===== config.mk =====
export PLATFORM = sky130hd
export DESIGN_NAME = lcdbg_ram
export DESIGN_NICKNAME = d
export VERILOG_FILES = /design/src/rtl/lcdbg_ram.sv
export SDC_FILE = /design/constraint.sdc
export NUM_CORES = 2
export LEC_CHECK = 0
export ABC_AREA = 1
export BUFFER_PORTS_ARGS = -buffer_cell sky130_fd_sc_hd__buf_2
export CORE_MARGIN = 2
export CORE_UTILIZATION = 38
export CTS_BUF_LIST = sky130_fd_sc_hd__clkbuf_8
export CTS_CLUSTER_SIZE = 16
export DETAILED_ROUTE_END_ITERATION = 12
export SYNTH_ARGS = -nofsm -noshare
export SYNTH_HDL_FRONTEND = slang
export SYNTH_SLANG_ARGS = --single-unit
export TNS_END_PERCENT = 5

===== constraint.sdc =====
create_clock -name clk -period 4.6 [get_ports clk]
set_input_delay 1.15 -clock clk [delete_from_list [all_inputs] [get_ports clk]]
set_output_delay 1.15 -clock clk [all_outputs]
set_load 0.05 [all_outputs]

===== src/rtl/lcdbg_ram.sv =====
module lcdbg_ram #(
    parameter int unsigned WIDTH = 8,
    parameter int unsigned DEPTH = 256
) (
    input  logic                     clk,
    input  logic                     we,
    input  logic [$clog2(DEPTH)-1:0] waddr,
    input  logic [WIDTH-1:0]         wdata,
    input  logic [$clog2(DEPTH)-1:0] raddr,
    output logic [WIDTH-1:0]         rdata
);

    logic [WIDTH-1:0] mem [DEPTH];
    logic [WIDTH-1:0] rdata_reg;

    // write port and registered read port
    always_ff @(posedge clk)
    begin
        if (we)
        begin
            mem[waddr] <= wdata;
        end
        rdata_reg <= mem[raddr];
    end

    assign rdata = rdata_reg;

endmodule


==> results.md <==
- Largest family of logic cells by synthesized area: simple AND/OR/NAND/NOR gates
- Final setup viols: 0
- Register area share after synthesis: between 70% and 80%
- Slowest cell delay on critical path: around 0.43 ns
- Mux cell area share after synthesis: 0%
- P&R area growth vs syn: 11.5%
- CTS resizes: 0
- Die H: between 400 and 500 µm
- Startpoint Class: primary input
- Slew at the pin closest to its max-slew limit: approximately 1.1 ns
- Initial core utilization: between 30% and 40%
- Part of the cycle the worst path needs: between 60% and 70%
- Cts-stage hold buffer count: 0
- Yosys reg bits: between 2000 and 2500
- Adder-cell share of the synthesized area: 0%
- Post-route ant nets: 0
- GRT Util Overall: 20.7%
- Cell Pwr Density: between 400 and 500 nW/µm²
- Core ar.: 218000 µm²
- Critical path fanouts, max: 130
- Comb pwr share: under 10%
- CTS Sinks: around 2100
- Slowest stage cell, crit path: inv_16
- Clk root buf: clkbuf_8
- Clk pin slew, worst setup/hold paths: approximately 0.06 ns
- Num CTS Buffers: 354
- Category of the most critical setup path: primary input to flop
- Total of max-cap violations: 0
- Final hold violation count: 0
- Post-Synth XOR/XNOR Area: 0%
- Post-CTS setup buffers: 0
- Clock share of power: between 30% and 40%
- Worst Path Arrival: 4.18 ns
- Skew final: roughly 0.071 ns
- Vias in the first global route: 53500
- Run status: completed
- Initial drt markers: 6670
- Via density: between 5 and 6
- Mapped Cells: between 7000 and 8000
- P_leak: roughly 32 nW
- WL/cell: about 23 µm
- Remaining Overflow, GRT: 0
- Simple logic cell fraction of the synthesized area: 22.9%
- HP Class: primary input to flop
- Final Net Count: ~7000
- CTS Buffer Depth: 4
- Post-DP HPWL: about 130 mm
- Compound-Gate Fraction of Synth Area: 0%
- IO buf count: 33
- Largest net degree at the start of global routing: between 150 and 200
- Initial antenna violation count: 11
- Ports: 34
- Die width: roughly 470 µm
- DRC Markers: 0
- Synth cell types: 14
- Routability cong.: 0.860
- Die area: ~220000 µm²
- Slew Viols, Final: 0
- Filler Cell Count: roughly 20000
- DR vias: 55300
- RSZ-0062 raised after global routing: no
- Cell Area, Synth: roughly 83000 µm²
- Slew HR: a little under a quarter
- Fmax: 313 MHz
- Crit path time final: approximately 3.2 ns
- Crit-path most repeated cell: nand3_1
- Cell internal pwr: ~29 mW
- Syn nets: 7029
- Synth warnings: 0
- Sw Pwr: slightly above 9 mW
- Hold slack: 0.534 ns
- CTS tree: done
- Avg Inst Size Synth: roughly 12 µm²
- Register Area: approximately 62000 µm²
- Largest register FFs: ~2000
- CP Capture Type: flop
- Global-route wire length before repair: about 350 mm
- Multi-input gate area: about 19000 µm²
- Setup TNS: 0 ns
- Num rows: approximately 170
- Sw Ratio: ~24%
- H-Tree Depth: 5
- Data required, critical path: 5.59 ns
- Flop pwr share: 54.9%
- Share of cells above drive strength 1: just under 9%
- Crit-path cells: buf_8, inv_16, buf_12, buf_12, nand2_1, nand3_1, nand3_1, nand3_1, nand3_1, nand3_1, nand3_1, nand2_1, nand2_1, nand2_1
- Skew-Pair Late Insertion Delay: between 1 and 1.5 ns
- Final WL: around 240 mm
- IR drop worst, VDD: approximately 290 µV
- Pre-antenna DRT Iters: 8
==> placed cells by master, fill, tap and decap left out <==
cell type / instances
dfxtp_1: 8
inv_8: 2
buf_2: 21
edfxtp_1: 2048
bufinv_16: 3
inv_6: 2
inv_16: 1
nand3_1: 2019
clkbuf_8: 359
buf_8: 11
inv_4: 1
nand2_1: 2117
nand2_2: 6
buf_12: 49
inv_2: 1
diode_2: 6
clkinvlp_4: 8
inv_1: 154
buf_4: 160
nor2_1: 283
clkinv_1: 83
clkinv_2: 23
==> through the flow <==
stage	total power [mW]	setup slack (ns)	instance area [µm²]	cells	utilization, %
after floorplan	22.4	1.96	83400	7003	-
after global placement	23.5	0.473	87000	9615	40.0
after detailed placement	23.5	0.451	87000	9615	40.0
after CTS	37.9	1.33	93000	10200	42.7
after global routing	38.8	1.39	93000	10200	42.7
final	37.7	1.41	93000	10200	42.7
==> cell usage after synthesis <==
cell type  count  area [µm²]
nand2_1     2123        7970
edfxtp_1    2048       61500
nand3_1     2019       10100
nor2_1       283        1060
buf_2        268        1340
clkbuf_1     112         420
buf_4         46         345
buf_1         40         150
inv_1         36         135
buf_6         16         180
dfxtp_1        8         160
inv_2          2        7.51
buf_8          1        15.0
inv_4          1        6.26
==> cells by family after synthesis <==
group | count (synthesis)
simple gates | 4425
flops | 2056
buf+inv | 522
==> worst max-delay path, delay by kind of cell <==
kind / cells / cell delay [ns]
buffers and inverters: 4 / 1.18
AND/OR/NAND/NOR: 10 / 1.70
==> layout make-up <==
class                           instances  area share, %
Multi-Input combinational cell       4425           20.6
Timing Repair Buffer                  241           2.64
Inverter                               39          0.194
Clock inverter                        239           1.12
Sequential cell                      2056           66.3
Clock buffer                          359           5.31
Antenna cell                            6         0.0161
Tap cell                             2854           3.84
==> power by group through the flow <==
stage	combinational [mW]	clock, mW	sequential (mW)
finish	2.41	14.6	20.7
global route	2.59	15.6	20.7
CTS	2.40	14.8	20.7
detailed placement	2.39	0	21.1
global placement	2.37	0	21.1
floorplan	1.27	0	21.1
==> path summary, 6_finish.rpt <==
| kind | to | slack (ns) | cells past startpoint | start |
|---|---|---|---|---|
| max | rdata[7] | 1.41 | 14 | raddr[0] |
| max reg2reg | rdata[7] | 2.46 | 10 | mem[191][7] |
| min reg2reg | rdata[0] | 0.96 | 10 | mem[22][0] |
| min | rdata[5] | 0.53 | 3 | raddr[7] |
==> routing by layer <==
layer / up-vias / GRT usage (%) / share of wire [%]
li1: 25100 / - / -
met1: 27300 / 28.1 / 41
met2: 2420 / 32.7 / 47
met3: 480 / 3.88 / 7.8
met4: 0 / 8.79 / 3.8
met5: - / 0 / 0
No activity file was read; power rests on OpenSTA's default activity.
